[src/sv/glitch_safe_counter_extender_core_assert.svh]
// Assertion macros for the counter extender RTL, included by gsce_out_buf.
`ifndef GLITCH_SAFE_COUNTER_EXTENDER_CORE_ASSERT_SVH
`define GLITCH_SAFE_COUNTER_EXTENDER_CORE_ASSERT_SVH
`ifndef ASSERT_OFF
// Checked on clk_i and held off while rst_ni is low.
`define GSCE_ASSERT(lbl, prop, msg) \
  lbl: assert property (@(posedge clk_i) disable iff (!rst_ni) prop) else $error(msg);
// Checked on clk_i at every edge, reset included.
`define GSCE_ASSERT_ALWAYS(lbl, prop, msg) \
  lbl: assert property (@(posedge clk_i) prop) else $error(msg);
`else
`define GSCE_ASSERT(lbl, prop, msg)
`define GSCE_ASSERT_ALWAYS(lbl, prop, msg)
`endif
`endif

[src/sv/gsce_pkg.sv]
// Shared types and constants of the counter extender.
`default_nettype none

package gsce_pkg;

  // Raw sample and extended count widths.
  localparam int unsigned SampleW = 32;
  localparam int unsigned CountW  = 64;

  // Low-part masks, upper-part increments and upper-part masks for the two counter widths.
  localparam logic [SampleW-1:0] Mask24 = 32'h00FF_FFFF;
  localparam logic [SampleW-1:0] Mask32 = 32'hFFFF_FFFF;
  localparam logic [CountW-1:0]  Step24 = 64'h0000_0000_0100_0000;
  localparam logic [CountW-1:0]  Step32 = 64'h0000_0001_0000_0000;
  localparam logic [CountW-1:0]  High24 = 64'hFFFF_FFFF_FF00_0000;
  localparam logic [CountW-1:0]  High32 = 64'hFFFF_FFFF_0000_0000;

  // Register select bit of paddr (byte address 4*index).
  localparam logic RegFullWidth = 1'b0;

  // One result word.
  typedef struct packed {
    logic [CountW-1:0] extended_count;
    logic              wrapped;
  } res_t;

  // Result push from the window stage to the output buffer.
  typedef struct packed {
    logic push;
    res_t res;
  } push_t;

endpackage

`default_nettype wire

[src/sv/glitch_safe_counter_extender_core.sv]
// Counter extender: usage notes at the top of the file.
// Usage:
// - Input channel: one 32-bit raw counter read per word (raw_sample_i) under
//   in_valid_i / in_stall_o; a word is taken when valid is high and stall low.
// - Output channel: extended_count_o (64 bits) and wrapped_o under
//   out_valid_o / out_stall_i. A word is emitted only when the held window of
//   three samples is non-decreasing; the window then restarts empty.
// - Configuration: APB register 0 (byte address 0), bit 0 selects a 32-bit
//   counter when set and a 24-bit counter when clear. Write only while idle.
// - Throughput is one input word per cycle while in_stall_o is low; the window
//   compare and the 64-bit increment of the upper part sit between the input
//   register and the output buffer.
// - A result goes from the input register through the window compare and
//   the extension into the output buffer, which drives out_valid_o; the word
//   that completes the window waits in the input register while the buffer is full.
// - The two-entry output buffer absorbs a stall; in_stall_o rises only when
//   both entries are held and a word waits in the input register.
// - Reset clears the window, the last extended count and the mode (24-bit).
`default_nettype none

module glitch_safe_counter_extender_core (
  input  wire logic        clk_i,
  input  wire logic        rst_ni,
  input  wire logic        psel,
  input  wire logic        penable,
  input  wire logic        pwrite,
  input  wire logic [2:0]  paddr,
  input  wire logic [31:0] pwdata,
  output logic      [31:0] prdata,
  output logic             pready,
  input  wire logic        in_valid_i,
  output logic             in_stall_o,
  input  wire logic [31:0] raw_sample_i,
  output logic             out_valid_o,
  input  wire logic        out_stall_i,
  output logic      [63:0] extended_count_o,
  output logic             wrapped_o
);

  logic            full_width;
  logic            buf_full;
  gsce_pkg::push_t push;
  gsce_pkg::res_t  res;

  // Configuration register.
  gsce_apb u_apb (
    .clk_i        (clk_i),
    .rst_ni       (rst_ni),
    .psel         (psel),
    .penable      (penable),
    .pwrite       (pwrite),
    .paddr        (paddr),
    .pwdata       (pwdata),
    .prdata       (prdata),
    .pready       (pready),
    .full_width_o (full_width)
  );

  // Sample window and extension.
  gsce_window u_window (
    .clk_i        (clk_i),
    .rst_ni       (rst_ni),
    .full_width_i (full_width),
    .in_valid_i   (in_valid_i),
    .raw_sample_i (raw_sample_i),
    .in_stall_o   (in_stall_o),
    .buf_full_i   (buf_full),
    .push_o       (push)
  );

  // Result buffer toward the receiver.
  gsce_out_buf u_out_buf (
    .clk_i       (clk_i),
    .rst_ni      (rst_ni),
    .push_i      (push),
    .full_o      (buf_full),
    .out_valid_o (out_valid_o),
    .out_stall_i (out_stall_i),
    .res_o       (res)
  );

  assign extended_count_o = res.extended_count;
  assign wrapped_o        = res.wrapped;

endmodule

`default_nettype wire

[src/sv/gsce_apb.sv]
// APB-style configuration register of the counter extender.
`default_nettype none

module gsce_apb (
  input  wire logic        clk_i,
  input  wire logic        rst_ni,
  input  wire logic        psel,
  input  wire logic        penable,
  input  wire logic        pwrite,
  input  wire logic [2:0]  paddr,
  input  wire logic [31:0] pwdata,
  output logic      [31:0] prdata,
  output logic             pready,
  output logic             full_width_o
);

  logic full_width_q;
  logic full_width_d;
  logic wr_en;

  assign pready = 1'b1;

  // A write completes in the access cycle; only bit 0 is kept.
  assign wr_en = psel && penable && pwrite && (paddr[2] == gsce_pkg::RegFullWidth);

  always_comb begin
    full_width_d = full_width_q;
    if (wr_en) begin
      full_width_d = pwdata[0];
    end
  end

  always_ff @(posedge clk_i or negedge rst_ni) begin
    if (!rst_ni) begin
      full_width_q <= 1'b0;
    end else begin
      full_width_q <= full_width_d;
    end
  end

  // Read back the register; unused addresses read as zero.
  always_comb begin
    prdata = 32'h0;
    if (paddr[2] == gsce_pkg::RegFullWidth) begin
      prdata = {31'h0, full_width_q};
    end
  end

  assign full_width_o = full_width_q;

endmodule

`default_nettype wire

[src/sv/gsce_window.sv]
// Input register, three-sample window and 64-bit extension logic.
`default_nettype none

module gsce_window (
  input  wire logic                       clk_i,
  input  wire logic                       rst_ni,
  input  wire logic                       full_width_i,
  input  wire logic                       in_valid_i,
  input  wire logic [gsce_pkg::SampleW-1:0] raw_sample_i,
  output logic                            in_stall_o,
  input  wire logic                       buf_full_i,
  output gsce_pkg::push_t                 push_o
);

  localparam logic [1:0] FillEmpty = 2'd0;
  localparam logic [1:0] FillOne   = 2'd1;
  localparam logic [1:0] FillTwo   = 2'd2;

  logic                          in_vld_q, in_vld_d;
  logic [gsce_pkg::SampleW-1:0]  in_smp_q;
  logic [gsce_pkg::SampleW-1:0]  older_q, older_d;
  logic [gsce_pkg::SampleW-1:0]  newer_q, newer_d;
  logic [1:0]                    fill_q, fill_d;
  logic [gsce_pkg::CountW-1:0]   last_q, last_d;

  logic                          load;
  logic                          adv;
  logic [gsce_pkg::SampleW-1:0]  mask;
  logic [gsce_pkg::SampleW-1:0]  a_m, b_m, c_m;
  logic                          mono;
  logic [gsce_pkg::CountW-1:0]   low;
  logic [gsce_pkg::CountW-1:0]   last_low;
  logic [gsce_pkg::CountW-1:0]   step;
  logic [gsce_pkg::CountW-1:0]   high;
  logic [gsce_pkg::CountW-1:0]   base;
  logic                          wrap;
  logic [gsce_pkg::CountW-1:0]   next_count;

  // Handshake: the input register stalls only while the output buffer is full.
  assign in_stall_o = in_vld_q && buf_full_i;
  assign load       = in_valid_i && !in_stall_o;
  assign adv        = in_vld_q && !buf_full_i;

  always_comb begin
    in_vld_d = in_vld_q;
    if (load) begin
      in_vld_d = 1'b1;
    end else if (adv) begin
      in_vld_d = 1'b0;
    end
  end

  // Masked window compare for the current counter width.
  assign mask = full_width_i ? gsce_pkg::Mask32 : gsce_pkg::Mask24;
  assign a_m  = older_q & mask;
  assign b_m  = newer_q & mask;
  assign c_m  = in_smp_q & mask;
  assign mono = (a_m <= b_m) && (b_m <= c_m);

  // Extension of the middle sample against the last emitted count.
  assign low        = {32'h0, b_m};
  assign last_low   = last_q & {32'h0, mask};
  assign step       = full_width_i ? gsce_pkg::Step32 : gsce_pkg::Step24;
  assign high       = full_width_i ? gsce_pkg::High32 : gsce_pkg::High24;
  assign wrap       = low < last_low;
  assign base       = wrap ? (last_q + step) : last_q;
  assign next_count = (base & high) | low;

  // Window update and result push for the word in the input register.
  always_comb begin
    older_d      = older_q;
    newer_d      = newer_q;
    fill_d       = fill_q;
    last_d       = last_q;
    push_o.push  = 1'b0;
    push_o.res.extended_count = next_count;
    push_o.res.wrapped        = wrap;
    if (adv) begin
      case (fill_q)
        FillEmpty: begin
          older_d = in_smp_q;
          fill_d  = FillOne;
        end
        FillOne: begin
          newer_d = in_smp_q;
          fill_d  = FillTwo;
        end
        default: begin
          if (mono) begin
            push_o.push = 1'b1;
            last_d      = next_count;
            fill_d      = FillEmpty;
          end else begin
            older_d = newer_q;
            newer_d = in_smp_q;
            fill_d  = FillTwo;
          end
        end
      endcase
    end
  end

  always_ff @(posedge clk_i or negedge rst_ni) begin
    if (!rst_ni) begin
      in_vld_q <= 1'b0;
      older_q  <= '0;
      newer_q  <= '0;
      fill_q   <= FillEmpty;
      last_q   <= '0;
    end else begin
      in_vld_q <= in_vld_d;
      older_q  <= older_d;
      newer_q  <= newer_d;
      fill_q   <= fill_d;
      last_q   <= last_d;
    end
  end

  // Sample payload register.
  always_ff @(posedge clk_i) begin
    if (load) begin
      in_smp_q <= raw_sample_i;
    end
  end

endmodule

`default_nettype wire

[src/sv/gsce_out_buf.sv]
// Two-entry output buffer (result register plus skid entry).
`default_nettype none

`include "glitch_safe_counter_extender_core_assert.svh"

module gsce_out_buf (
  input  wire logic            clk_i,
  input  wire logic            rst_ni,
  input  wire gsce_pkg::push_t push_i,
  output logic                 full_o,
  output logic                 out_valid_o,
  input  wire logic            out_stall_i,
  output gsce_pkg::res_t       res_o
);

  logic [1:0]      cnt_q, cnt_d;
  gsce_pkg::res_t  ent_q [2];
  gsce_pkg::res_t  ent_d [2];
  logic            pop;
  logic [1:0]      cnt_pop;

  assign out_valid_o = (cnt_q != 2'd0);
  assign full_o      = (cnt_q == 2'd2);
  assign pop         = out_valid_o && !out_stall_i;
  assign res_o       = ent_q[0];

  // Pop shifts the skid entry forward; a push lands behind what remains.
  always_comb begin
    ent_d[0] = ent_q[0];
    ent_d[1] = ent_q[1];
    cnt_pop  = cnt_q;
    if (pop) begin
      ent_d[0] = ent_q[1];
      cnt_pop  = cnt_q - 2'd1;
    end
    cnt_d = cnt_pop;
    if (push_i.push) begin
      if (cnt_pop == 2'd0) begin
        ent_d[0] = push_i.res;
      end else begin
        ent_d[1] = push_i.res;
      end
      cnt_d = cnt_pop + 2'd1;
    end
  end

  always_ff @(posedge clk_i or negedge rst_ni) begin
    if (!rst_ni) begin
      cnt_q <= 2'd0;
    end else begin
      cnt_q <= cnt_d;
    end
  end

  // Result words carry no reset.
  always_ff @(posedge clk_i) begin
    ent_q[0] <= ent_d[0];
    ent_q[1] <= ent_d[1];
  end

  // A push never arrives while both entries are held.
  `GSCE_ASSERT(a_no_push_when_full, push_i.push |-> (cnt_q != 2'd2),
               "result pushed into a full output buffer")
  // A full buffer under stall keeps both words.
  `GSCE_ASSERT(a_full_holds, (full_o && out_stall_i) |=> full_o,
               "full output buffer lost a word while stalled")
  // A pop without a push lowers the count by one.
  `GSCE_ASSERT(a_pop_count, (pop && !push_i.push) |=> (cnt_q == $past(cnt_q) - 2'd1),
               "output buffer count wrong after pop")

endmodule

`default_nettype wire

[config.mk]
export PLATFORM = sky130hd
export DESIGN_NAME = glitch_safe_counter_extender_core
export DESIGN_NICKNAME = d
export VERILOG_FILES = /design/src/sv/gsce_pkg.sv /design/src/sv/glitch_safe_counter_extender_core.sv /design/src/sv/gsce_apb.sv /design/src/sv/gsce_window.sv /design/src/sv/gsce_out_buf.sv
export VERILOG_INCLUDE_DIRS = /design/src /design/src/sv
export SDC_FILE = /design/constraint.sdc
export NUM_CORES = 1
export LEC_CHECK = 0
export ABC_AREA = 1
export BUFFER_PORTS_ARGS = -buffer_cell sky130_fd_sc_hd__buf_2
export CAP_MARGIN = 20
export CORE_MARGIN = 2
export CORE_UTILIZATION = 46
export CTS_CLUSTER_DIAMETER = 80
export DETAILED_ROUTE_END_ITERATION = 8
export PLACE_DENSITY = 0.7
export SLEW_MARGIN = 20
export SYNTH_ARGS = -nofsm -noshare
export SYNTH_HDL_FRONTEND = slang
export SYNTH_SLANG_ARGS = --single-unit
[constraint.sdc]
create_clock -name clk_i -period 8.13 [get_ports clk_i]
set_input_delay 0.813 -clock clk_i [delete_from_list [all_inputs] [get_ports clk_i]]
set_output_delay 0.813 -clock clk_i [all_outputs]
set_load 0.01 [all_outputs]
Word level (Yosys, flattened, before mapping). Memories as Yosys holds them, arrays and structs flattened. Cells that the tools add are included.

Add/subtract/negate cells: 3. Order comparisons: 3. Equality and inequality tests: 4. Mux-type cells: 22. Bitwise logic cells: 10. Reductions and logical operators: 19.

Operators with widths (count): $mux W65 (3); $mux W130 (1); $mux W32 (4); $pmux W32 S2 (2); $and A32 B32 Y32 (3); $add A64 B64 Y64 (1); $and A64 B32 Y64 (1); $and A64 B64 Y64 (1); $le A32 B32 Y1 (2); $lt A32 B64 Y1 (1); $mux W64 (1); $or A64 B32 Y64 (1); $mux W33 (1); $reduce_and A3 Y1 (3); $logic_and A1 B1 Y1 (8); $mux W1 (6); $mux W2 (3); $logic_not A2 Y1 (2); $ne A2 B2 Y1 const B (2); $not A1 Y1 (4); $pmux W2 S2 (1); $reduce_bool A2 Y1 (2); $logic_not A1 Y1 (3); $add A2 B1 Y2 const B (1); 4 further kinds (4).

Register bits after elaboration: 166. Bits in writable memories: 130. Input bits: 74. Output and inout bits: 100. Word-level logic and storage cells: 70. Memories: 1.

Memories: u_out_buf.ent_q (words 2, width 65, rd ports 2, clocked after memory_dff 0, write ports 2, line gsce_out_buf.sv:17) `gsce_pkg::res_t ent_q [2];`.

Depth between registers and ports, before layout. Gate-level depths: netlist (run 1).

Depth in word-level cells: 8. Mapped depth: 21. Mapped depth without buffers: 19.

Modules after synthesis. From an unflattened synthesis (run 1), not the netlist that was laid out.

Cells, all modules: 2255. Area, all modules: 17460.5 µm².

By module, submodules not included: gsce_window (times used 1, cells each 1503, area an instance 11238.3 µm²); gsce_out_buf (times used 1, cells each 707, area an instance 5908.2 µm²); gsce_apb (times used 1, cells each 45, area an instance 314.1 µm²).

Worst setup path after synthesis (run 1). No wires, ideal clock.

Path type: reg-to-reg. Start: register, netlist name u_apb.full_width_o. End: memory u_out_buf.ent_q[0][100] in the netlist's numbering, enable pin. Setup time: 0.489 ns. Arrival time: 5.100 ns. Data required time: 7.641 ns. Setup slack: 2.541 ns. Stages on the path, launching flop included: 14. Period minus slack after synthesis: 5.589 ns. Path through: dfrtp_1 -> clkbuf_1 -> clkbuf_1 -> nand2_1 -> ha_1 -> nand2_1 -> nor2_1 -> nand2_1 -> nor3_1 -> nand2_1 -> nand2_1 -> nand4_4 -> clkbuf_1 -> nor2_1.

RTL lines (line): end: declaration (gsce_out_buf.sv:17).

Worst setup path in the final report (run 1).
Start: register u_apb.full_width_q, in the netlist u_apb.full_width_o. End: register u_window.last_q[49] in the netlist's numbering.

Word-level cells in the longest chain between the ends: 6.

RTL lines: start: declaration (line gsce_apb.sv:17) `logic full_width_q;`; start signal: assignment (line gsce_apb.sv:37) `full_width_q <= full_width_d;`; $mux W32 (line gsce_window.sv:54) `assign mask = full_width_i ? gsce_pkg::Mask32 : gsce_pkg::Mask24;`; $and A32 B32 Y32 / $and A64 B32 Y64 (equally long branches) (line gsce_window.sv:56, gsce_window.sv:62); $lt A32 B64 Y1 (line gsce_window.sv:65) `assign wrap = low < last_low;`; $mux W64 (line gsce_window.sv:66) `assign base = wrap ? (last_q + step) : last_q;`; $and A64 B64 Y64 (line gsce_window.sv:67) `assign next_count = (base & high) | low;`; $or A64 B32 Y64 (line gsce_window.sv:67); end signal: assignment (line gsce_window.sv:115) `last_q <= last_d;`; end: declaration (line gsce_window.sv:24) `logic [gsce_pkg::CountW-1:0] last_q, last_d;`.

Parallel ways exist; a longest one is shown, timed or not. A chain may end at the register's enable or synchronous reset.

==> impl.org, run 1 <==
** Logic synthesis
- Count of flip-flops with a built-in enable after synthesis :: 97
- The share of synthesized area in the top cell type comes to 0.201.
- In this run, synthesis produced a sequential element count of 296.
- For this run, asynchronously set or reset flops after synthesis account for 0.453.
- Top cells by count, synth :: sky130_fd_sc_hd__nand2_1 (796), sky130_fd_sc_hd__inv_1 (160), sky130_fd_sc_hd__dfrtp_1 (134)
- The share of the Yosys chip area taken by registers is 0.454.
- In this run the mean area of a mapped cell was 8.15 um2.
- In the synthesized netlist the dominant register cell turns out to be sky130_fd_sc_hd__dfrtp_1.
- In this run the cell area of the synthesized design comes to 16700 um2.
- Sorting the synthesized cells by area gives the leading types as sky130_fd_sc_hd__dfrtp_1 (20%), sky130_fd_sc_hd__nand2_1 (18%), sky130_fd_sc_hd__edfxtp_1 (17%).
- Yosys top cell by area :: sky130_fd_sc_hd__dfrtp_1
- The number of different library cells used by synthesis comes to 39.
- Number of warning messages in the yosys log :: 0
- In the synthesized netlist, the number of instances is 2042.
- Among all cell types in the netlist, the one instantiated most often is sky130_fd_sc_hd__nand2_1.

** Worst setup path
- STA puts the critical path data required time at 8.49 ns.
- Startpoint type of the worst setup path :: flip-flop
- Startpoint-to-endpoint class of the critical path :: flip-flop to flip-flop
- The endpoint identified for the worst register-to-register timing path is u_window.last_q[49].
- R2R setup slack :: 3.77 ns
- The worst register-to-register path has a depth of 12.
- Along the worst path, the maximum fanout reaches 68.
- STA classifies the critical path endpoint as a flip-flop.
- Reg-to-Reg Start :: u_apb.full_width_o
- Data arrival at the endpoint of the critical path :: 4.72 ns

** Clocking
- Hold-fix buffers at CTS :: 0
- Clk sinks :: 296
- After clock tree synthesis, the clock-pin slew on the worst setup and hold paths is 0.06 ns.
- Maximum buffer depth of the clock tree :: 3
- CTS Buf Count :: 36
- The later pin in the worst-skew pair is clocked with a latency of 0.53 ns.
- Number of buffers inserted to repair setup after CTS :: 0
- After clock tree synthesis, the repair step resized 0 gates.
- The clock tree synthesis step divided the H-tree into 2 levels.
- Clock root buffer master :: sky130_fd_sc_hd__clkbuf_16
- TritonCTS built the clock tree.

** STA
- Min Tclk post-route :: 4.36 ns
- Summed over all failing endpoints, the final setup total negative slack is 0 ns.
- The number of slew-limit violations in the final report was 0.
- Final hold viol count :: 0
- Final setup fails :: 0
- Final setup margin :: 3.77 ns
- The worst pin sits at a relative slew slack of 0.301.
- Setup repair after global routing left no endpoint under its margin.
- Of the available clock period, the critical path in the final layout requires 0.536.
- Slew at the pin closest to its max-slew limit :: 1.05 ns
- On the final layout, the worst hold slack is 0.256 ns.
- Final Skew :: 0.0248 ns
- Maximum clock frequency :: 229 MHz

** Detailed routing
- Before antenna repair, the detailed router went through 5 iterations.
- In the routed design, unresolved DRC markers number 0.
- Across all layers, the routed design uses 12791 vias.
- Dividing the detail-routed via count by the number of cells gives 5.01.
- DRC marker count from the first detailed-route iteration :: 759
- Final WL :: 38.7 mm
- Dividing the detail-routed wire length by the instance count gives 15.2 um.
- The count of nets left with antenna violations once routing finished came out at 0.

** Power and ir drop
- Power density relative to cell area :: 399 nW/um2
- Maximum vdd ir drop :: 0.219 mV
- Power comes to 7.25 mW.
- For this design the static power due to leakage is 8.78 nW.

** Die
- I/O pin count :: 174
- Starting density of the core :: 0.468
- Core Area :: 35600 um2
- The floorplan has 69 rows.
- The die covers 37700 um2.
- Horizontal die dimension :: 194 um
- Die height :: 194 um

** Cells and area
- The finished cells cover 18200 um2.
- Register Area :: 7570 um2
- Count of fill cells added during filler insertion :: 3363
- Diode insertion count for antenna repair :: 0
- Utilization of the core after routing :: 0.511
- Share of cells above drive strength 1 :: 0.130
- After the last flow step, the layout net total stands at 2237.
- From synthesis to final layout, the design area changed by 9.20%.
- The multi-input combinational cells in the finished layout cover a total of 7520 um2.
- Number of non-filler instances in the completed layout :: 2551

** Placed design
- At the placement stage, the worst setup path has a slack of 3.40 ns.
- Detail Placement HPWL :: 26.6 mm
- Input and output buffers added on the ports amount to 108.
- Total cell area at the placement stage :: 16900 um2
- At the end of routability-driven placement, the weighted congestion stood at 0.894.
- Counting tap cells, the placed design contains a total of 2485 instances.

** Global routing
- Antenna violations before repair :: 0
- The first global-routing pass estimated 63.1 mm of wire.
- Largest net degree at the start of global routing :: 98
- Number of global-route vias before repair :: 12351
- After global routing the overflow that remains totals 0.
- In the global route stage, overall resource usage came out at 0.205.

** Run
- Max-cap check violation count :: 0

** Run status
- Outcome :: finished clean

** Min path
- Class of the tightest hold or removal check :: input pin to async pin
==> layout by cell type (no fill, tap or decap), types with 2 or more instances in the layout <==
cell type and n:
sky130_fd_sc_hd__xor2_1 27, sky130_fd_sc_hd__nand3_1 72, sky130_fd_sc_hd__dfxtp_1 65, sky130_fd_sc_hd__clkbuf_8 10, sky130_fd_sc_hd__buf_4 11, sky130_fd_sc_hd__nor3_1 16
sky130_fd_sc_hd__a21oi_1 49, sky130_fd_sc_hd__clkbuf_16 36, sky130_fd_sc_hd__o21ai_0 126, sky130_fd_sc_hd__clkinv_2 3, sky130_fd_sc_hd__nor2_4 5, sky130_fd_sc_hd__inv_2 4
sky130_fd_sc_hd__ha_1 101, sky130_fd_sc_hd__edfxtp_1 97, sky130_fd_sc_hd__xnor2_1 3, sky130_fd_sc_hd__a21o_1 2, sky130_fd_sc_hd__buf_2 107, sky130_fd_sc_hd__mux2_2 73
sky130_fd_sc_hd__bufinv_16 3, sky130_fd_sc_hd__clkinvlp_4 2, sky130_fd_sc_hd__inv_6 2, sky130_fd_sc_hd__dfrtp_1 133, sky130_fd_sc_hd__o21a_1 3, sky130_fd_sc_hd__nor2_1 96
sky130_fd_sc_hd__conb_1 32, sky130_fd_sc_hd__clkbuf_1 7, sky130_fd_sc_hd__nand3b_1 2, sky130_fd_sc_hd__nand4_1 16, sky130_fd_sc_hd__inv_1 160, sky130_fd_sc_hd__nand2_1 796
sky130_fd_sc_hd__nor2_2 2, sky130_fd_sc_hd__o21ai_1 12
==> report_power, final <==
group / internal [mW] / switching, mW / leakage, nW
logic: 1.09 / 2.03 / 5.00
clock network: 1.01 / 0.640 / 0.608
registers: 2.12 / 0.348 / 3.17
total: 4.23 / 3.02 / 8.78
==> cell type report <==
cell class | count | share of cell area
flip-flops and latches | 296 | 0.416
multi-input cells | 1443 | 0.413
clock buffers | 53 | 0.0586
repair buffers | 120 | 0.0361
inverters | 165 | 0.0341
well taps | 461 | 0.0317
clock inverters | 13 | 0.0100
==> sequential cells by signal, indices dropped and copies added, names as in the netlist <==
register            flops
u_out_buf.ent_q       130
u_apb.full_width_o      1
u_window.fill_q         2
u_window.last_q        64
u_out_buf.cnt_q         2
u_window.in_smp_q      32
u_window.newer_q       32
u_window.older_q       32
u_window.in_vld_q       1
==> cell families (layout without fill, tap and decap cells) <==
family,after synthesis,in the layout,synth area share
buffers and inverters,333,351,0.103
muxes,73,73,0.0494
adders and majority gates,101,101,0.0759
DFF,296,296,0.454
AOI/OAI and AO/OA,196,196,0.0606
and+or+nand+nor,1011,1011,0.241
other,2,32,0.000451
xor gates and xnor gates,30,30,0.0158
==> worst max-delay path: stages, from the launching register on <==
cell and delay (ns):
sky130_fd_sc_hd__dfrtp_2 0.77, sky130_fd_sc_hd__nand2_1 0.25, sky130_fd_sc_hd__ha_1 0.36, sky130_fd_sc_hd__nand2_1 0.08
sky130_fd_sc_hd__nor2_2 0.18, sky130_fd_sc_hd__nand3_1 0.14, sky130_fd_sc_hd__nor3_2 0.25, sky130_fd_sc_hd__nand3_1 0.15
sky130_fd_sc_hd__nand2_2 0.13, sky130_fd_sc_hd__nand3_2 0.31, sky130_fd_sc_hd__nor2_4 0.66, sky130_fd_sc_hd__buf_4 0.66
sky130_fd_sc_hd__o21ai_0 0.20
==> routing by layer <==
layer | global-route usage | share of wire | vias to the layer above
li1 | - | - | 6475
met4 | 0.0575 | 0.024 | 0
met2 | 0.348 | 0.48 | 261
met5 | 0 | 0 | -
met3 | 0.0273 | 0.044 | 60
met1 | 0.274 | 0.45 | 5995
==> worst max-delay path by stage <==
stage                                   from                      end  cells after the start
after global placement    u_apb.full_width_o      u_window.last_q[57]                     12
after floorplan           u_apb.full_width_o  u_out_buf.ent_q[0][100]                     13
after global routing      u_apb.full_width_o      u_window.last_q[49]                     12
after detailed placement  u_apb.full_width_o      u_window.last_q[45]                     12
after CTS                 u_apb.full_width_o      u_window.last_q[49]                     12
final                     u_apb.full_width_o      u_window.last_q[49]                     12
Power figures use the tool's default switching activity.
==> run 2: changes to the inputs <==
--- a/config.mk
+++ b/config.mk
@@ -6,7 +6,7 @@
 export SDC_FILE = /design/constraint.sdc
 export NUM_CORES = 1
 export LEC_CHECK = 0
-export ABC_AREA = 1
+export ABC_AREA = 0
 export BUFFER_PORTS_ARGS = -buffer_cell sky130_fd_sc_hd__buf_2
 export CAP_MARGIN = 20
 export CORE_MARGIN = 2
==> constraint.sdc (replaced) <==
create_clock -name clk_i -period 4.5 [get_ports clk_i]
set_input_delay 0.45 -clock clk_i [delete_from_list [all_inputs] [get_ports clk_i]]
set_output_delay 0.45 -clock clk_i [all_outputs]
set_load 0.01 [all_outputs]
==> run 2 against run 1 <==
  * Sequential share of layout area increased by 3.0 points
  * Non-clock buffer count rose by 13
  * First-iteration DRC count down 15%
  * Combinational power grew 56%
  * Clock power rose by 64%
  * Via count is 20% lower
  * The flow now finishes with violations (hold timing)
  * Maximum frequency is 12% higher
  * Synthesized area down 8.0%
  * Clock skew up 0.00055 ns
  * Count of clock-buffer cells in the layout decreased by 9
  * Flip-flop and latch count stayed put
  * Largest power group unchanged
  * Critical endpoint is now u_window.newer_q[6]
==> impl.org, run 2 <==
** Clocking
- TritonCTS built the clock tree.
- CTS Buf Count :: 35 (-2.8%)
- The maximum level of the CTS H-tree is 2 (unchanged).
- The maximum count of clock buffers along a single path came to 3 (unchanged).
- Clock insertion delay at the later pin of the skew report :: 0.52 ns (about the same)
- The clock-pin transition on the worst setup and hold timing paths is 0.06 ns (about the same).
- Hold-fix buffers at CTS :: 0 (unchanged)
- The tree is rooted in a sky130_fd_sc_hd__clkbuf_16.
- Clk sinks :: 296 (unchanged)

** Power and ir drop
- The leakage power is 7.60 nW (-13%).
- The maximum VDD drop came to 0.340 mV (+55%).
- Power density relative to cell area :: 718 nW/um2 (+80%)

** Logic synthesis
- The area share of the leading cell type in the synthesized netlist was 0.219 (+0.0174).
- The number of distinct library cells after synthesis was 64 (+64%).
- Register bit count reported by yosys :: 296 (unchanged)
- Share of flip-flops with an asynchronous set or reset after synthesis :: 0.453 (unchanged)
- Top cells by count, synth :: sky130_fd_sc_hd__nand2_1 (175), sky130_fd_sc_hd__dfrtp_1 (134), sky130_fd_sc_hd__o21ai_0 (107)
- Number of warning messages in the yosys log :: 0 (unchanged)
- By area the synthesized netlist is led by sky130_fd_sc_hd__dfrtp_1 (22%), sky130_fd_sc_hd__edfxtp_1 (19%), sky130_fd_sc_hd__dfxtp_1 (8.5%).
- Summed over all instances, the cell type with the most area after synthesis is sky130_fd_sc_hd__dfrtp_1.
- Total standard cell area after synthesis :: 15300 um2 (-8.0%)
- Synthesized instance count :: 1483 (-27%)
- The number of synthesized flops with an enable pin came to 97 (unchanged).
- Sequential share of the synthesized area :: 0.494 (+0.0394)
- Leading register cell type out of synthesis :: sky130_fd_sc_hd__dfrtp_1
- Dominant cell by count in the synthesized netlist :: sky130_fd_sc_hd__nand2_1
- Avg Synthesized Cell Area :: 10.3 um2 (+27%)

** Placed design
- Total cell area at the placement stage :: 15800 um2 (-6.5%)
- Port Buffer Count :: 108 (unchanged)
- The weighted congestion at the end of routability-driven global placement came to 0.844 (-5.6%).
- Detail Placement HPWL :: 21.8 mm (-18%)

** Detailed routing
- Final WL :: 31.5 mm (-19%)
- Post-DRT Antenna Nets :: 0 (unchanged)
- DRC marker count from the first detailed-route iteration :: 648 (-15%)
- Via count :: 10288 (-20%)
- The via count normalized by instance count is 5.16 (+3.0%).
- The first-pass iteration count of the detailed router is 5 (unchanged).
- Average detailed-routed wire length per instance :: 15.8 um (+4.3%)
- Detailed-route DRC error count :: 0 (unchanged)

** Cells and area
- The library cell used most frequently in the layout, excluding fill and tap cells, is sky130_fd_sc_hd__nand2_1.
- Count of fill cells added during filler insertion :: 2958 (-12%)
- The net total in the final layout came to 1698 (-24%).
- Synth-to-Final Area Change :: 10.6%
- Register containing the most flip-flops in the final layout :: u_out_buf.ent_q
- The share of final-layout standard cells stronger than drive strength 1 is 0.170 (+0.0400).
- Max FFs per register :: 130 (unchanged)
- The antenna diode instance count is 0 (unchanged).
- The final instance area came to 17000 um2 (-6.8%).
- The largest registers in the layout are u_out_buf.ent_q (130), u_window.last_q (64).
- The library cells used most frequently in the layout, excluding fill and tap cells, are sky130_fd_sc_hd__nand2_1 (175), sky130_fd_sc_hd__dfrtp_1 (133), sky130_fd_sc_hd__o21ai_0 (107), sky130_fd_sc_hd__buf_2 (107), sky130_fd_sc_hd__ha_1 (101).

** STA
- Final hold viol count :: 28 (+28)
- Slew at the pin closest to its max-slew limit :: 0.883 ns (-0.163 ns)
- The maximum clock frequency is 257 MHz (+12%).
- The post-route fraction of the period consumed by the critical path was 0.864 (+0.328).
- The number of slew-limit violations in the final report is 0 (unchanged).
- The minimum clock period after layout was 3.89 ns (-0.474 ns).
- Worst-case headroom to the max-slew limit :: 0.411 (+0.110)
- Worst hold slack :: -0.0144 ns (-0.270 ns)
- RSZ-0062 raised after global routing :: no
- TNS Setup :: 0 ns (unchanged)
- The setup-violating endpoint count in the final report is 0 (unchanged).
- Final Skew :: 0.0254 ns (+0.000547 ns)

** Worst setup path
- The worst register-to-register path begins at u_window.newer_q[22].
- The depth of the worst register-to-register path came to 12 (unchanged).
- STA classifies the critical path endpoint as a flip-flop.
- Chain of cells forming the critical path :: inv_1, ha_1, nand4_1, nor4_1, buf_4, a221oi_1, o211ai_1, a211oi_1, o21ai_0, nand2_1, buf_4, mux2i_1
- The peak fanout along the critical path is 12 (-82%).
- The largest individual stage delay along the critical path comes from the cell sky130_fd_sc_hd__a211oi_1.
- The worst-case register-to-register setup slack is 0.61 ns (-3.16 ns).
- The data arrival time at the worst-slack endpoint came to 4.32 ns (-0.40 ns).
- Crit Reg-Reg Endpoint :: u_window.newer_q[6]
- The critical path's largest stage delay came to 0.60 ns (-0.17 ns).
- Startpoint type of the worst setup path :: flip-flop
- In this design, the critical path's most frequently occurring cell is sky130_fd_sc_hd__buf_4.
- Required time of the worst setup path :: 4.93 ns (-3.56 ns)
- Startpoint-to-endpoint class of the critical path :: flip-flop to flip-flop

** Die
- The area of the core was 32700 um2 (-8.1%).
- Die footprint :: 34800 um2 (-7.8%)
- The floorplan row count was 66 (-4.3%).
- Starting density of the core :: 0.469 (about the same)
- Horizontal die dimension :: 187 um (-4.0%)
- The height of the die was 187 um (-4.0%).
- The total I/O pin count is 174 (unchanged).

** Global routing
- Number of global-route vias before repair :: 10257 (-17%)
- The first-pass GRT wire length came to 52.3 mm (-17%).
- The number of antenna violations at the first check in global routing came to 0 (unchanged).
- The global-route total usage across every layer was 0.182 (-0.0225).
- The maximum number of pins on one net before global-route repair was 76 (-22%).
- GRT overflow :: 0 (unchanged)

** Min path
- The tightest min-delay check is of the input pin to async pin type.

** Run status
- The checks that failed: hold timing.
- The flow ran to the end, but the final reports show violations.

** Run
- Max-cap check violation count :: 0 (unchanged)
[run 2: changes by cell type after synthesis, moves of 31 or more]
cell,change
sky130_fd_sc_hd__inv_1,-60
sky130_fd_sc_hd__mux2i_1,+58
sky130_fd_sc_hd__nand2_1,-621
sky130_fd_sc_hd__nor2_1,-41
sky130_fd_sc_hd__o21a_1,+31
sky130_fd_sc_hd__xnor2_1,+42
[run 2: kinds of logic after synthesis]
group | share of synthesized area
AND/OR/NAND/NOR | 0.123
flip-flops | 0.494
XOR/XNOR | 0.0405
multiplexers | 0.0776
other | 0.000490
adder cells (fa/ha/maj) | 0.0825
buffers and inverters | 0.0890
AO/OA/AOI/OAI | 0.0930
[run 2: critical path: cells and delay by family (launching register included)]
family,cells,cell delay [ns]
multiplexers,1,0.23
flip-flops,1,0.56
adder cells (fa/ha/maj),1,0.35
AND/OR/NAND/NOR,3,0.75
AO/OA/AOI/OAI,4,1.30
buffers and inverters,3,0.63
[run 2: area by class of cell]
cell class	count	area, um2	area share
Tap cell	442	553	0.0326
Timing Repair Buffer	133	797	0.0470
Multi-Input combinational cell	957	6550	0.386
Inverter	100	375	0.0221
Clock inverter	20	168	0.00989
Clock buffer	44	941	0.0555
Sequential cell	296	7570	0.446
[run 2: report_power, final]
| group | internal, mW | switching, mW | leakage [nW] |
|---|---|---|---|
| clock | 1.61 | 1.09 | 0.543 |
| combinational | 2.11 | 2.75 | 3.94 |
| sequential | 3.88 | 0.730 | 3.11 |
[run 2: routing by layer]
layer,vias to the layer above,share of wire,wire (um),global-route usage
met3,50,0.043,1350,0.0263
met4,0,0.024,746,0.0540
met1,4934,0.47,14800,0.249
met2,214,0.46,14600,0.302
met5,-,0,0,0
li1,5090,-,-,-
[run 2: how the worst max path moves through the flow]
stage	slack, ns	from	cells after the start	to
after floorplan	0.39	u_apb.full_width_o	12	u_out_buf.ent_q[0][100]
after global placement	0.50	u_apb.full_width_o	11	u_window.newer_q[11]
after detailed placement	0.38	u_apb.full_width_o	11	u_window.newer_q[10]
after CTS	0.33	u_apb.full_width_o	10	u_window.newer_q[10]
after global routing	0.25	u_apb.full_width_o	11	u_window.newer_q[3]
final	0.61	u_window.newer_q[22]	12	u_window.newer_q[6]
[run 2: per-stage QoR]
stage                     total power, mW  utilization  setup slack, ns  hold slack (ns)  cells
after floorplan                      8.35            -            0.389            0.154   1513
after global placement               9.28        0.484            0.496            0.468   1928
after detailed placement             9.52        0.484            0.381            0.479   1928
after CTS                            12.3        0.518            0.328          0.00356   1992
after global routing                 13.1        0.518            0.253           0.0292   1992
final                                12.2        0.518            0.612          -0.0144   1992
[run 2: what timing repair did]
action                                  CTS  global route
endpoints found under the setup margin    0            10
gates resized for setup                   0             1
buffers inserted                          0             0
==> run 3: changes to the inputs <==
--- a/config.mk
+++ b/config.mk
@@ -14,6 +14,7 @@
 export CTS_CLUSTER_DIAMETER = 80
 export DETAILED_ROUTE_END_ITERATION = 8
 export PLACE_DENSITY = 0.7
+export REMOVE_ABC_BUFFERS = 1
 export SLEW_MARGIN = 20
 export SYNTH_ARGS = -nofsm -noshare
 export SYNTH_HDL_FRONTEND = slang
==> run 3 against run 2 <==
  * The run still ends with hold timing left
  * Hold slack worse by 0.038 ns
  * Design area about the same
  * First-iteration DRC count fell by 8.6%
  * Setup slack worse by 0.12 ns
  * Maximum frequency decreased by 2.9%
  * Utilization about the same
  * Die area did not move
  * Sequential share of layout area about the same
  * Sequential power fell by 2%
  * Clock power is essentially flat
  * Critical path type unchanged
  * Largest power group unchanged
==> impl.org, run 3 (synthesis results as in run 2) <==
** Clocking
- CTS Buf Count :: 30 (-14%)
- Count of instances resized after the clock tree is built :: 0 (unchanged)
- Number of buffers inserted to repair setup after CTS :: 0 (unchanged)
- Maximum buffer depth of the clock tree :: 3 (unchanged)
- Clock-pin slew reported for the worst setup and hold paths after clock tree synthesis :: 0.06 ns (about the same)
- The number of hold-repair buffers added at the cts stage was 0 (unchanged).
- Maximum level of the CTS H-tree :: 1 (-1)
- CTS tree :: yes
- In this run the clock root is driven by a sky130_fd_sc_hd__clkbuf_16.
- The clock latency on the worst-skew pair came to 0.56 ns (+0.04 ns).
- The sink count of the clock tree was 296 (unchanged).

** Detailed routing
- Met1 layer wirelength in the final routing :: 14.6 mm (-1.5%)
- Average detailed-routed wire length per instance :: 16.0 um (+1.5%)
- Met2 Routed Length :: 15.1 mm (+3.0%)
- Post-DRT Antenna Nets :: 0 (unchanged)
- DRC marker count from the first detailed-route iteration :: 592 (-8.6%)
- The first-pass iteration count of the detailed router is 5 (unchanged).
- Final WL :: 31.8 mm (+1.1%)
- Via count :: 10239 (-0.48%)
- Detailed-routed wire length on met3 :: 1.49 mm (+11%)
- Detailed-route DRC error count :: 0 (unchanged)
- The highest layer touched by signal routing is met4.
- Via density per instance :: 5.16 (-0.13%)

** Worst setup path
- The worst setup path is launched from a flip-flop.
- Highest net fanout along the worst path :: 33 (+21)
- The data arrival time at the worst-slack endpoint is 4.48 ns (+0.16 ns).
- Traced cell by cell, the critical path runs through nand2_1, ha_1, nand3_1, nor3_1, a211oi_1, o21ai_0, a211oi_1, o211a_2, buf_4, nand2_1, o21ai_0.
- CP startpoint :: u_apb.full_width_o
- Startpoint-to-endpoint class of the critical path :: flip-flop to flip-flop
- Crit path capture type :: flip-flop
- Reg-to-Reg Start :: u_apb.full_width_o
- Cell with the largest stage delay on the worst path :: sky130_fd_sc_hd__dfrtp_1
- The required time of the worst setup path came to 4.98 ns (+0.05 ns).
- The critical path's largest stage delay came to 0.80 ns (+0.20 ns).
- R2R setup slack :: 0.49 ns (-0.12 ns)

** Placed design
- The count of buffers inserted at the top-level ports is 108 (unchanged).
- The setup slack after placement came to 0.569 ns (+0.187 ns).
- The HPWL after detailed placement is 21.8 mm (+0.22%).
- The number of placed cells counting well taps came to 1929 (+0.052%).
- Total cell area at the placement stage :: 15900 um2 (+0.29%)
- GPL Wtd Cong :: 0.821 (-2.6%)

** Run status
- The flow ran to the end, but the final reports show violations.
- The checks that failed: hold timing.

** Cells and area
- Number of non-filler instances in the completed layout :: 1985 (-0.35%)
- The utilization after layout is 0.519 (about the same).
- Leading cell type in the layout, fill and taps excluded :: sky130_fd_sc_hd__nand2_1
- More flip-flops sit in one register than any other, and that register is u_out_buf.ent_q.
- In the layout the commonest cells are sky130_fd_sc_hd__nand2_1 (175), sky130_fd_sc_hd__dfrtp_1 (134), sky130_fd_sc_hd__o21ai_0 (107), sky130_fd_sc_hd__buf_2 (107), sky130_fd_sc_hd__ha_1 (101).
- The largest registers in the layout are u_out_buf.ent_q (130), u_window.last_q (64).
- The net total in the final layout came to 1694 (-0.24%).
- Max FFs per register :: 130 (unchanged)
- Final cell area excluding filler cells :: 17000 um2 (about the same)
- The antenna diode instance count is 0 (unchanged).
- Synth-to-Final Area Change :: 10.7% (about the same)
- The share of final-layout standard cells stronger than drive strength 1 was 0.169 (-0.00117).

** STA
- The post-route fraction of the period consumed by the critical path was 0.890 (+0.0262).
- The slack of the critical path is 0.494 ns (-0.118 ns).
- The minimum clock period after layout is 4.01 ns (+0.118 ns).
- The setup-violating endpoint count in the final report came to 0 (unchanged).
- The clock tree skew after final layout came to 0.0219 ns (-0.00341 ns).
- RSZ-0062 raised after global routing :: no
- Maximum clock frequency :: 250 MHz (-2.9%)
- The worst slew margin relative to its limit is 0.282 (-0.129).
- Final hold viol count :: 60 (+110%)
- The worst hold margin was -0.0521 ns (-0.0377 ns).
- The number of slew-limit violations in the final report is 0 (unchanged).
- Slew at the pin closest to its max-slew limit :: 1.08 ns (+0.194 ns)

** Global routing
- The maximum number of pins on one net before global-route repair is 81 (+6.6%).
- The total congestion overflow after global routing came to 0 (unchanged).
- Global-route wire length before repair :: 52.9 mm (+1.0%)
- Antenna violations before repair :: 0 (unchanged)
- Number of global-route vias before repair :: 10212 (-0.44%)
- The global-route total usage across every layer was 0.184 (+0.00226).

** Die
- The horizontal die dimension is 187 um (unchanged).
- The floorplan row count was 66 (unchanged).
- The area of the core was 32700 um2 (unchanged).
- The height of the die came to 187 um (unchanged).
- The die area came to 34800 um2 (unchanged).
- The total I/O pin count came to 174 (unchanged).
- Starting density of the core :: 0.469 (unchanged)

** Power and ir drop
- Leakage power figure :: 7.61 nW (+0.15%)
- Maximum vdd ir drop :: 0.489 mV (+44%)
- Power density relative to cell area :: 718 nW/um2 (about the same)

** Run
- Max-cap check violation count :: 0 (unchanged)

** Min path
- Class of the tightest hold or removal check :: input pin to async pin
-- run 3: cell count changes in the layout (fill, tap and decap cells not counted), moves of 2 or more --
cell / delta
sky130_fd_sc_hd__buf_12: +3
sky130_fd_sc_hd__buf_4: -2
sky130_fd_sc_hd__bufinv_16: +3
sky130_fd_sc_hd__clkbuf_1: +2
sky130_fd_sc_hd__clkbuf_16: -5
sky130_fd_sc_hd__clkbuf_8: +5
sky130_fd_sc_hd__clkinv_1: -7
sky130_fd_sc_hd__inv_6: -2
-- run 3: cell type report --
type	instances	area (um2)
fillers	2945	15700
repair buffers	134	842
multi-input cells	957	6550
flip-flops and latches	296	7570
inverters	100	375
clock inverters	10	179
well taps	442	553
clock buffers	46	892
-- run 3: path summary, 6_finish.rpt --
check,cells after the start,to
setup / recovery,11,u_window.last_q[5]
hold / removal,1,u_window.last_q[4]
setup reg to reg,11,u_window.last_q[5]
hold reg to reg,1,u_window.last_q[63]
max in group asynchronous,2,u_window.last_q[47]
min in group clk_i,1,u_window.in_smp_q[2]
-- run 3: critical path, delay by kind of cell, from the launching register on --
kind / cells / cell delay, ns
AO/OA/AOI/OAI: 5 / 1.71
flip-flops: 1 / 0.80
AND/OR/NAND/NOR: 4 / 0.60
buffers and inverters: 1 / 0.42
adder cells (fa/ha/maj): 1 / 0.37
-- run 3: routing by layer --
metal / global-route usage / vias to the layer above
met2: 0.315 / 196
li1: - / 5081
met5: 0 / -
met4: 0.0470 / 0
met3: 0.0292 / 52
met1: 0.245 / 4910
-- run 3: report_power, final --
part | total (mW) | leakage, nW | switching, mW | internal (mW)
logic | 4.99 | 3.97 | 2.85 | 2.14
clock network | 2.67 | 0.526 | 1.03 | 1.65
registers | 4.52 | 3.11 | 0.645 | 3.87
-- run 3: through the flow --
| stage | TNS [ns] | total power [mW] |
|---|---|---|
| 2_1_floorplan | -460.07 | 7.90 |
| 3_3_place_gp | 0 | 9.37 |
| 3_5_place_dp | 0 | 9.56 |
| 4_1_cts | 0 | 12.3 |
| 5_1_grt | 0 | 13.1 |
| 6_report | 0 | 12.2 |
